$ cat config.mk
export PLATFORM = sky130hd
export DESIGN_NAME = lrrc_div
export DESIGN_NICKNAME = d
export VERILOG_FILES = /design/src/hdl/lrrc_pkg.sv /design/src/hdl/lrrc_div.sv
export SDC_FILE = /design/constraint.sdc
export NUM_CORES = 1
export LEC_CHECK = 0
export BUFFER_PORTS_ARGS = -buffer_cell sky130_fd_sc_hd__buf_2
export CAP_MARGIN = 0
export CELL_PAD_IN_SITES_DETAIL_PLACEMENT = 1
export CELL_PAD_IN_SITES_GLOBAL_PLACEMENT = 1
export CORE_ASPECT_RATIO = 0.75
export CORE_MARGIN = 3
export CORE_UTILIZATION = 47
export DETAILED_ROUTE_END_ITERATION = 12
export GPL_TIMING_DRIVEN = 0
export HOLD_SLACK_MARGIN = 0.12
export PLACE_DENSITY = 0.91
export RECOVER_POWER = 50
export SLEW_MARGIN = 20
export SYNTH_ARGS = -nofsm -noshare
export SYNTH_HDL_FRONTEND = slang
export SYNTH_SLANG_ARGS = --single-unit
$ cat constraint.sdc
create_clock -name clk_i -period 4.95 [get_ports clk_i]
set_input_delay 0.99 -clock clk_i [delete_from_list [all_inputs] [get_ports clk_i]]
set_output_delay 0.99 -clock clk_i [all_outputs]
set_load 0.05 [all_outputs]
$ cat src/hdl/lrrc_pkg.sv
`timescale 1ns / 1ps
package lrrc_pkg;

  localparam int REQ_W   = 2;
  localparam int RANKI_W = 4;
  localparam int COLI_W  = 8;
  localparam int VAL_W   = 16;
  localparam int SCL_W   = 32;
  localparam int PROD_W  = 48;
  localparam int RD_W    = 48;
  localparam int RND_W   = 29;
  localparam int SQ_W    = 56;
  localparam int TOT_W   = 64;
  localparam int WSQ_W   = 31;
  localparam int RATIO_W = 32;
  localparam int RNKR_W  = 5;
  localparam int COLR_W  = 9;
  localparam int CFGD_W  = 9;
  localparam int IN_DATA_W  = 48;
  localparam int IN_USER_W  = 3;
  localparam int DIV_CNT_W  = 7;

  typedef enum logic [1:0] {
    REQ_WEIGHT = 2'd0,
    REQ_RIGHT  = 2'd1,
    REQ_LEFT   = 2'd2,
    REQ_NONE   = 2'd3
  } req_e;

  typedef enum logic {
    CFG_RANK = 1'b0,
    CFG_COLS = 1'b1
  } cfg_e;

  typedef enum logic [2:0] {
    S_IDLE,
    S_RLOAD,
    S_PASS,
    S_DEN,
    S_DIV,
    S_OUT
  } state_e;

endpackage

$ cat src/hdl/lrrc_div.sv
`timescale 1ns / 1ps
module lrrc_div #(
  parameter int DW = 36
) (
  input  logic                         clk_i,
  input  logic                         rst_ni,
  input  logic                         start_i,
  input  logic [lrrc_pkg::TOT_W-1:0]   dvd_i,
  input  logic [DW-1:0]                den_i,
  output logic                         done_o,
  output logic [lrrc_pkg::TOT_W-1:0]   quo_o
);
  import lrrc_pkg::*;

  logic                 busy_q, busy_d;
  logic                 done_q, done_d;
  logic [DIV_CNT_W-1:0] cnt_q, cnt_d;
  logic [DW-1:0]        rem_q, rem_d;
  logic [DW-1:0]        den_q, den_d;
  logic [TOT_W-1:0]     quo_q, quo_d;
  logic [DW:0]          trial;
  logic [DW:0]          diff;
  logic                 fits;

  // Restoring division, one quotient bit per cycle, most significant first.
  always_comb begin
    trial  = {rem_q, quo_q[TOT_W-1]};
    diff   = trial - {1'b0, den_q};
    fits   = trial >= {1'b0, den_q};
    busy_d = busy_q;
    done_d = 1'b0;
    cnt_d  = cnt_q;
    rem_d  = rem_q;
    den_d  = den_q;
    quo_d  = quo_q;
    if (start_i) begin
      busy_d = 1'b1;
      cnt_d  = '0;
      rem_d  = '0;
      den_d  = den_i;
      quo_d  = dvd_i;
    end else if (busy_q) begin
      rem_d = fits ? diff[DW-1:0] : trial[DW-1:0];
      quo_d = {quo_q[TOT_W-2:0], fits};
      cnt_d = cnt_q + 1'b1;
      if (cnt_q == DIV_CNT_W'(TOT_W - 1)) begin
        busy_d = 1'b0;
        done_d = 1'b1;
      end
    end
  end

  always_ff @(posedge clk_i or negedge rst_ni) begin
    if (!rst_ni) begin
      busy_q <= 1'b0;
      done_q <= 1'b0;
      cnt_q  <= '0;
    end else begin
      busy_q <= busy_d;
      done_q <= done_d;
      cnt_q  <= cnt_d;
    end
  end

  always_ff @(posedge clk_i) begin
    rem_q <= rem_d;
    den_q <= den_d;
    quo_q <= quo_d;
  end

  assign done_o = done_q;
  assign quo_o  = quo_q;

endmodule

==> results.yml <==
clocking:
  cts_buffer_depth: 2
  cts_buffers: 17
  clock_sinks: 145
  cts_hold_buf: 0
  clk_latency_ps: 440
  path_clk_slew_ps: 60
  cts.repair.resized: 0
  cts_setup_buffers: 0
  cts_tree: "done"
  root_buffer: "clkbuf_16"
  h-tree-depth: 4
logic_synthesis:
  ys_types: 69
  syn_area_per_cell_um2: 11.17
  ys_warn_count: 0
  yosys_register_bits: 145
  syn-instance-count: 728
  yosys.area.top_type: "edfxtp_1"
  synthFlopType: "edfxtp_1"
  syn_area_um2: 8133
  netlist_top_cells_area: "edfxtp_1, mux2_2, dfxtp_1"
  yosysTopAreaCellShare: 0.3692
  synth-edff-count: 100
  synth_async_sr_flop_share: 0.06207
  synth.net_count: 869
  synth_seq_area_share: 0.4855
sta:
  setup-tns-final_ps: 0
  fin_skew_ps: 8.819
  setup-violations-final: 0
  tightest_slew_ps: 899.1
  worst_slack_ps: 904.7
  fin_crit_ps: 4045
  worst_slew_margin_rel: 0.4006
  hold_violations: 0
  fmax_ghz: 0.2472
  finalCritPeriodShare: 0.8172
  drv_slew: 0
  grt_setup_unrepaired: "no"
die:
  die_w_um: 157.9
  num_io_pins: 168
  dieArea_um2: 18930
  die_h_um: 119.9
  fp.coreArea_um2: 16470
  initial_core_util: 0.4939
  fp-row-count: 40
routing:
  drt-vias-per-instance: 5.956
  vias: 6778
  ant_nets: 0
  drt_iter0_markers: 662
  route.detailed.drc: 0
  wirelength_um: 26430
  avgRoutedWirePerCell_um: 23.22
  drtPass1Iterations: 5
finish:
  layout.cells.non_filler: 1138
  diodes: 0
  fin_area_um2: 9743
  area_growth_syn_to_layout_pct: 19.80
  nNetsFinal: 1056
  drive_gt1_frac: 0.2651
critical_path:
  max_stage_delay_ps: 660
  worstSetupPathType: "register to register"
  path_buf_inv: 1
  critPathLaunchType: "register"
  required_ps: 5290
  path_cells: "inv_1 > ha_1 > fa_1 > nor2b_1 > o2111ai_1 > and3_1 > o311ai_1 > a2111oi_0 > nor3_1 > a2111oi_0 > nand2b_1 > o32ai_1"
  critPathArrivalTime_ps: 4390
  crit_path_frequent_cell: "a2111oi_0"
  cp_max_fo: 3
  cp_slowest_cell: "o311ai_1"
  endpoint_kind: "register"
  cp_top_family: "compound AO/OA/AOI/OAI gates"
placement:
  globalplace.congestion: 0.8960
  pre_cts_ws_ps: 1102
  hpwlAfterDp_um: 19350
  port_buffers: 167
  dpl_cell_area_um2: 9261
  dp.cells: 1106
flow_run:
  drv_cap: 0
pwr:
  totalPowerFinal_mw: 5.441
  p_leak_nw: 4.189
  irDropWorstVdd_uv: 257.3
  power_density_nw_per_um2: 558.5
global_routing:
  grtUsageTotal: 0.2842
  grt_max_degree: 56
  antenna_found_initial: 0
  first_global_vias: 7259
  grt.overflow.total: 0
  grt_first_pass_wirelength_um: 41270
status:
  status: "completed"
hold_path:
  hp-class: "register to register"
synthesized netlist by cell type, drive strengths merged, types with 13 or more instances:
cell type / count
a211oi: 28
a21o: 19
a21oi: 47
buf: 14
clkbuf: 23
dfxtp: 36
edfxtp: 100
ha: 37
inv: 43
mux2: 68
mux2i: 16
nand2: 37
nor2: 70
o21ai: 22
xnor2: 18
xor2: 13
power breakdown:
| part | switching, mW | internal (mW) | total (mW) | leakage [nW] |
|---|---|---|---|---|
| registers | 0.185 | 1.53 | 1.71 | 1.44 |
| clock network | 0.540 | 0.738 | 1.28 | 0.274 |
| logic | 1.53 | 0.923 | 2.45 | 2.47 |
| total | 2.25 | 3.19 | 5.44 | 4.19 |
flip-flops by register name, summed over array words and instances (netlist names):
signal,flops
quo_o,64
busy_q,1
den_q,36
cnt_q,7
done_o,1
rem_q,36
cells in the final DEF (no fill, tap or decap), types with 17 or more instances in the layout:
cell and instances:
nor2_1 70, a21oi_1 37, o21ai_0 21, a21o_1 19, dfxtp_1 36, nand2_1 37, clkbuf_1 92, inv_1 42
buf_2 107, edfxtp_1 100, clkbuf_16 17, ha_1 37, mux2_2 67, xnor2_1 18
worst paths after layout:
| kind | endpoint | cells after the start | slack (ps) | startpoint |
|---|---|---|---|---|
| max | rem_q[34] | 12 | 900 | quo_o[63] |
| min | rem_q[18] | 2 | 510 | rem_q[18] |
| max reg2reg | rem_q[34] | 12 | 900 | quo_o[63] |
| min reg2reg | rem_q[18] | 2 | 510 | rem_q[18] |
| max in group asynchronous | cnt_q[4] | 1 | 4010 | rst_ni |
| min in group asynchronous | cnt_q[5] | 1 | 530 | rst_ni |
per-stage QoR:
stage / util / hold WS (ps)
after global routing: 0.5917 / 526.0
after detailed placement: 0.5625 / 507.6
after global placement: 0.5606 / 484.5
final: 0.5917 / 513.1
after CTS: 0.5969 / 396.8
after floorplan: - / 459.1
final cells by class:
cell class,instances,area (µm²)
fillers,1822,6723
flip-flops and latches,145,3949
multi-input cells,503,3836
repair buffers,168,778.2
clock buffers,18,429.2
well taps,210,262.8
plain buffers,37,186.4
inverters,43,163.9
clock inverters,14,137.6
cells by family after synthesis:
logic type | after synthesis | synth area share
AOI/OAI and AO/OA | 172 | 0.1609
DFF | 145 | 0.4855
muxes | 84 | 0.1138
buffers and inverters | 80 | 0.04277
adders and majority gates | 38 | 0.05938
and+or+nand+nor | 178 | 0.1042
xor gates and xnor gates | 31 | 0.03338
worst reg2reg max path: cells and delay by family, from the launching register on:
| kind | cells | cell delay (ps) |
|---|---|---|
| AOI/OAI and AO/OA | 5 | 1630 |
| and+or+nand+nor | 4 | 1180 |
| adders and majority gates | 2 | 670 |
| DFF | 1 | 410 |
| buffers and inverters | 1 | 70 |
routing by layer:
metal  share of wire  wire (µm)  track usage
met2            0.49      13070       0.4712
met5               0          0            0
met1            0.43      11320       0.3774
met4           0.022        578      0.08943
met3           0.055       1456      0.05155
Note: power is estimated with default switching activity, not from simulation.
