<file path="src/hdl/lrrc_pkg.sv">
`timescale 1ns / 1ps
package lrrc_pkg;

  localparam int REQ_W   = 2;
  localparam int RANKI_W = 4;
  localparam int COLI_W  = 8;
  localparam int VAL_W   = 16;
  localparam int SCL_W   = 32;
  localparam int PROD_W  = 48;
  localparam int RD_W    = 48;
  localparam int RND_W   = 29;
  localparam int SQ_W    = 56;
  localparam int TOT_W   = 64;
  localparam int WSQ_W   = 31;
  localparam int RATIO_W = 32;
  localparam int RNKR_W  = 5;
  localparam int COLR_W  = 9;
  localparam int CFGD_W  = 9;
  localparam int IN_DATA_W  = 48;
  localparam int IN_USER_W  = 3;
  localparam int DIV_CNT_W  = 7;

  typedef enum logic [1:0] {
    REQ_WEIGHT = 2'd0,
    REQ_RIGHT  = 2'd1,
    REQ_LEFT   = 2'd2,
    REQ_NONE   = 2'd3
  } req_e;

  typedef enum logic {
    CFG_RANK = 1'b0,
    CFG_COLS = 1'b1
  } cfg_e;

  typedef enum logic [2:0] {
    S_IDLE,
    S_RLOAD,
    S_PASS,
    S_DEN,
    S_DIV,
    S_OUT
  } state_e;

endpackage

</file>
<file path="src/hdl/lrrc_cell.sv">
`timescale 1ns / 1ps
module lrrc_cell (
  input  logic                           clk_i,
  input  logic                           rst_ni,
  input  logic                           shift_i,
  input  logic signed [lrrc_pkg::RD_W-1:0] data_i,
  output logic signed [lrrc_pkg::RD_W-1:0] data_o
);
  import lrrc_pkg::*;

  logic signed [RD_W-1:0] acc_q, acc_d;

  // One column of the row difference; the ring rotates by one on each shift.
  always_comb begin
    acc_d = shift_i ? data_i : acc_q;
  end

  always_ff @(posedge clk_i or negedge rst_ni) begin
    if (!rst_ni) begin
      acc_q <= '0;
    end else begin
      acc_q <= acc_d;
    end
  end

  assign data_o = acc_q;

endmodule

</file>
<file path="config.mk">
export PLATFORM = sky130hd
export DESIGN_NAME = lrrc_cell
export DESIGN_NICKNAME = d
export VERILOG_FILES = /design/src/hdl/lrrc_pkg.sv /design/src/hdl/lrrc_cell.sv
export SDC_FILE = /design/constraint.sdc
export NUM_CORES = 1
export LEC_CHECK = 0
export BUFFER_PORTS_ARGS = -buffer_cell sky130_fd_sc_hd__buf_4
export CAP_MARGIN = 20
export CORE_MARGIN = 2
export CORE_UTILIZATION = 49
export CTS_BUF_LIST = sky130_fd_sc_hd__clkbuf_8
export DETAILED_ROUTE_END_ITERATION = 12
export PLACE_DENSITY_LB_ADDON = 0.25
export SLEW_MARGIN = 20
export SYNTH_ARGS = -nofsm -noshare
export SYNTH_HDL_FRONTEND = slang
export SYNTH_SLANG_ARGS = --single-unit
</file>
<file path="constraint.sdc">
create_clock -name clk_i -period 1.6 [get_ports clk_i]
set_input_delay 0.08 -clock clk_i [delete_from_list [all_inputs] [get_ports clk_i]]
set_output_delay 0.08 -clock clk_i [all_outputs]
set_load 0.05 [all_outputs]
</file>
==> flow_summary.toml, run 1 <==
[floorplan]
die-area_um2 = 4310
row_count = 22
die_h_um = 65.6
start_util_pct = 50.8
io_pins = 99
core_area_um2 = 3660
die_w_um = 65.6

[timing]
fin_tns_setup_ns = 0
period_needed_ns = 0.976
rsz0062_at_grt = "no"
slew_headroom_pct = 61.6
fin_ws_ns = 0.624
finalClockSkew_ns = 0
setup_viol = 0
post-route-period-util_pct = 61.0
fmax_mhz = 1020
tightest_slew_ns = 0.577
slew_viol_final = 0
hold_viol_final = 0

[setup_path]
critPathLaunchType = "register"
crit_path_top_delay_cell = "dfrtp_1"
path_cells = "buf_4"
critPathLaunch = "data_o[35]$_DFFE_PN0P_"
rr_startpoint = "data_o[35]$_DFFE_PN0P_"
critPathMaxStageDelay_ns = 0.40
path_delay_family = "flip-flops"
cp-end-kind = "output port"
crit_required_ns = 1.52
path_max_fanout = 2
path_class = "reg2out"
cp_num_buf_inv = 1
critical_path_arrival_ns = 0.90

[worst_hold_path]
worst_hold_path_type = "in2reg"
min-delay-start = "data_i[21]"

[clock_tree]
clk_pin_slew_worst_paths_ns = 0.08
postCtsSetupRepairBufs = 0
numCtsBuffers = 5
clk_latency_ns = 0.29
cts_tree = "done"
htreeDepth = 2
cts_root_buffer = "clkbuf_8"
clock_path_buffers = 2
cts_sinks = 48

[global_routing]
grt_pass1_wl_um = 6210
first_global_vias = 1306
grt_max_degree = 49
grt_usage_pct = 19.6
grt.overflow.total = 0
antenna_found_initial = 0

[logic_synthesis]
syn_avg_cell_area_um2 = 18.4
ys_seq_area_share_pct = 64.6
ys.warnings.count = 0
synth_top_cell_by_area = "dfrtp_1"
yosysUniqueCellTypes = 5
syn_nets = 152
syn_area_um2 = 1860
synthCells = 101
synth_seq_cells = 48
yosys-top-cells-area = "dfrtp_1, mux2_2, mux2_4, buf_6, buf_2"
yosysTopAreaCellShare_pct = 64.6

[finish]
area_growth_pct = 47.9
final_cell_mix = "buf_4, dfrtp_1, mux2_2"
largest_reg_flops = 48
layout-drive-gt1-share_pct = 74.3
fin_area_um2 = 2750
nFillCells = 270
diodes = 0
nNetsFinal = 256
final_common_cell = "buf_4"

[placed_design]
place_congestion = 0.636
dp_hpwl_um = 2810
postPlaceCellArea_um2 = 2630
place_ws_ns = 0.630
portBuffers = 98

[power_and_ir_drop]
switching_power_uw = 1020
cellPowerDensity_nw_per_um2 = 1120
p_int_uw = 2050
cellLeakagePower_uw = 0.00138
pwr-share-seq_pct = 45.7
swShare_pct = 33.2
pwr-share-comb_pct = 31.5
ir_drop_uv = 719
p_clk_share_pct = 22.8

[drt]
drc = 0
via_per_inst = 4.75
vias = 1206
drt_iter0_markers = 51
dr.pass1.iters = 2
wirelength_um = 3940
ant_nets = 0
wl_per_cell_um = 15.5

[status]
status = "complete, no violations"

[run]
drv_cap = 0
final timing paths:
path,to,slack (ns),cells after the start
max in group asynchronous,data_o[13]$_DFFE_PN0P_,0.85,2
setup reg to reg,data_o[35]$_DFFE_PN0P_,0.81,1
setup / recovery,data_o[35],0.62,1
hold / removal,data_o[21]$_DFFE_PN0P_,0.01,2
min in group asynchronous,data_o[23]$_DFFE_PN0P_,0.37,2
hold reg to reg,data_o[0]$_DFFE_PN0P_,0.51,1
what timing repair did:
action,4_1_cts,5_1_grt
hold buffers,2,1
hold endpoints to repair,49,1
gates resized for setup,0,0
power by group through the flow:
| stage | Clock (µW) | Combinational (µW) | Sequential [µW] |
|---|---|---|---|
| global route | 786 | 1010 | 1420 |
| finish | 701 | 969 | 1400 |
| CTS | 729 | 975 | 1400 |
| global placement | 0 | 954 | 1420 |
| floorplan | 0 | 186 | 1850 |
| detailed placement | 0 | 969 | 1430 |
final cells by class:
type                    instances  area, µm²  share of cell area (%)
flip-flops and latches         48       1200                    43.6
repair buffers                102        786                    28.5
multi-input cells              48        616                    22.4
clock buffers                   6       82.6                    3.00
well taps                      48       60.1                    2.18
clock inverters                 2       7.51                   0.273
synthesized netlist by cell type:
master / count
mux2_2: 28
buf_6: 3
buf_2: 2
dfrtp_1: 48
mux2_4: 20
cell families after synthesis:
kind of cell	Yosys count	share of synthesized area, %
mux	48	33.1
buf+inv	5	2.35
flops	48	64.6
layer usage:
| layer | part of all wire (%) | vias to the layer above | GRT usage [%] |
|---|---|---|---|
| li1 | - | 559 | - |
| met1 | 41 | 590 | 23.3 |
| met2 | 51 | 53 | 33.3 |
| met3 | 7.4 | 4 | 5.99 |
| met4 | 0.74 | 0 | 7.03 |
| met5 | 0 | - | 0 |
per-stage QoR:
step | hold slack (ns) | total power, µW | util (%) | cells
finish | 0.0148 | 3070 | 75.2 | 254
CTS | 0.00412 | 3110 | 74.9 | 253
global route | 0.00115 | 3210 | 75.2 | 254
floorplan | -0.216 | 2040 | - | 101
detailed placement | 0.122 | 2400 | 71.9 | 243
global placement | 0.107 | 2370 | 71.9 | 243
Note: power is estimated with default switching activity, not from simulation.
==> run 2, diff against run 1 <==
--- a/config.mk
+++ b/config.mk
@@ -8,7 +8,7 @@
 export BUFFER_PORTS_ARGS = -buffer_cell sky130_fd_sc_hd__buf_4
 export CAP_MARGIN = 20
 export CORE_MARGIN = 2
-export CORE_UTILIZATION = 49
+export CORE_UTILIZATION = 46
 export CTS_BUF_LIST = sky130_fd_sc_hd__clkbuf_8
 export DETAILED_ROUTE_END_ITERATION = 12
 export PLACE_DENSITY_LB_ADDON = 0.25
==> constraint.sdc (replaced) <==
create_clock -name clk_i -period 0.97 [get_ports clk_i]
set_input_delay 0.0485 -clock clk_i [delete_from_list [all_inputs] [get_ports clk_i]]
set_output_delay 0.0485 -clock clk_i [all_outputs]
set_load 0.05 [all_outputs]
==> run 2 against run 1 <==
  * Via count rose by 17%
  * Register-to-register slack got worse by 0.65 ns
  * Clock power rose by 63%
  * Clock-buffer cell count did not move
  * First-iteration DRC count fell by 3.9%
  * Die area rose by 6.1%
  * Non-clock buffer count rose by 46
  * Sequential power rose by 69%
  * Cell area rose by 20%
  * Critical path type unchanged
  * Largest cell class is now buffers
  * Highest routed layer unchanged
==> flow_summary.toml, run 2 (same netlist as run 1, synthesis figures left out) <==
[timing]
tightest_slew_ns = 0.586
slew_headroom_pct = 60.9
post-route-period-util_pct = 97.9
slew_viol_final = 0
hold_viol_final = 0
fin_ws_ns = 0.0208
setup_viol = 0
fmax_mhz = 1050
period_needed_ns = 0.949
finalClockSkew_ns = 0
timing.hold.ws_ns = 0.00422

[global_routing]
antenna_found_initial = 0
first_global_vias = 1494
grt.overflow.total = 0
grt_usage_pct = 21.3
grt_pass1_wl_um = 7060
grt_max_degree = 49

[clock_tree]
clk_pin_slew_worst_paths_ns = 0.08
numCtsBuffers = 5
htreeDepth = 2
postCtsSetupRepairBufs = 0
clk_latency_ns = 0.28
cts_tree = "done"
clock_path_buffers = 2
cts_sinks = 48
cts_root_buffer = "clkbuf_8"

[status]
status = "complete, no violations"

[floorplan]
die_w_um = 67.6
start_util_pct = 47.2
io_pins = 99
core_area_um2 = 3940
die_h_um = 67.6
die-area_um2 = 4570
row_count = 23

[finish]
multiInputGateArea_um2 = 616
diodes = 0
area_growth_pct = 78.0
seqCellArea_um2 = 1260
fin_util_pct = 84.0
layout-drive-gt1-share_pct = 80.2
nNetsFinal = 302
largest_reg_flops = 48
nFillCells = 197
final_cell_mix = "buf_4, dfrtp_2, dlygate4sd3_1"
fin_area_um2 = 3310
final_common_cell = "buf_4"

[drt]
ant_nets = 0
drt_iter0_markers = 49
wirelength_um = 4700
via_per_inst = 4.68
drc = 0
dr.pass1.iters = 3
wl_per_cell_um = 15.6
vias = 1412

[setup_path]
cp_num_buf_inv = 1
critPathLaunchType = "register"
crit_required_ns = 0.92
path_cells = "buf_4"
path_class = "reg2out"
critPathMaxStageDelay_ns = 0.42
crit_path_top_delay_cell = "dfrtp_2"
cp-end-kind = "output port"
path_delay_family = "flip-flops"
path_max_fanout = 2
critical_path_arrival_ns = 0.90

[power_and_ir_drop]
switching_power_uw = 1720
p_clk_share_pct = 21.6
pwr-share-seq_pct = 44.6
cellLeakagePower_uw = 0.00154
p_int_uw = 3560
swShare_pct = 32.6
pwr-share-comb_pct = 33.8
cellPowerDensity_nw_per_um2 = 1600
ir_drop_uv = 1160

[placed_design]
place_congestion = 0.677
portBuffers = 98
place_ws_ns = 0.123
dp_hpwl_um = 2740
postPlaceCellArea_um2 = 2720

[run]
drv_cap = 0

[worst_hold_path]
worst_hold_path_type = "in2reg"
==> run 2: power groups by stage <==
stage	Combinational, µW	Sequential [µW]	Clock [µW]
finish	1790	2360	1140
global route	1860	2380	1290
CTS	1760	2350	1190
detailed placement	1610	2380	0
global placement	1580	2380	0
floorplan	306	3100	0
==> run 2: metal layers <==
| metal | track usage (%) | wire, µm | up-vias |
|---|---|---|---|
| li1 | - | - | 657 |
| met1 | 24.8 | 1790 | 684 |
| met3 | 5.83 | 320 | 9 |
| met5 | 0 | 0 | - |
| met4 | 7.91 | 80 | 0 |
| met2 | 37.4 | 2510 | 62 |
==> run 2: timing repair <==
item	in CTS	in global routing
endpoints found under the hold margin	93	2
hold buffers	46	2
resized for setup	0	7
setup endpoints to repair	0	7
==> run 2: worst paths after layout <==
kind,startpoint,endpoint,slack [ns],cells after the start
worst max register to register,data_o[29]$_DFFE_PN0P_,data_o[29]$_DFFE_PN0P_,0.16,1
worst min-delay path,data_i[0],data_o[0]$_DFFE_PN0P_,0.004,2
worst min register to register,data_o[16]$_DFFE_PN0P_,data_o[16]$_DFFE_PN0P_,0.52,1
min in group asynchronous,rst_ni,data_o[42]$_DFFE_PN0P_,0.30,2
worst max-delay path,data_o[31]$_DFFE_PN0P_,data_o[31],0.02,1
max in group asynchronous,rst_ni,data_o[19]$_DFFE_PN0P_,0.23,2
==> run 2: area by class of cell <==
type,instances,share of cell area (%)
clock buffer,6,2.49
clock inverter,2,0.227
multi-input combinational,48,18.6
sequential,48,38.1
tap,50,1.89
timing repair buffer,148,38.7
==> run 2: through the flow <==
stage / cells / power (µW) / TNS, ns
2_1_floorplan: 101 / 3410 / 0
3_3_place_gp: 246 / 3960 / 0
3_5_place_dp: 246 / 3990 / 0
4_1_cts: 300 / 5290 / 0
5_1_grt: 302 / 5530 / -0.0213
6_report: 302 / 5280 / 0
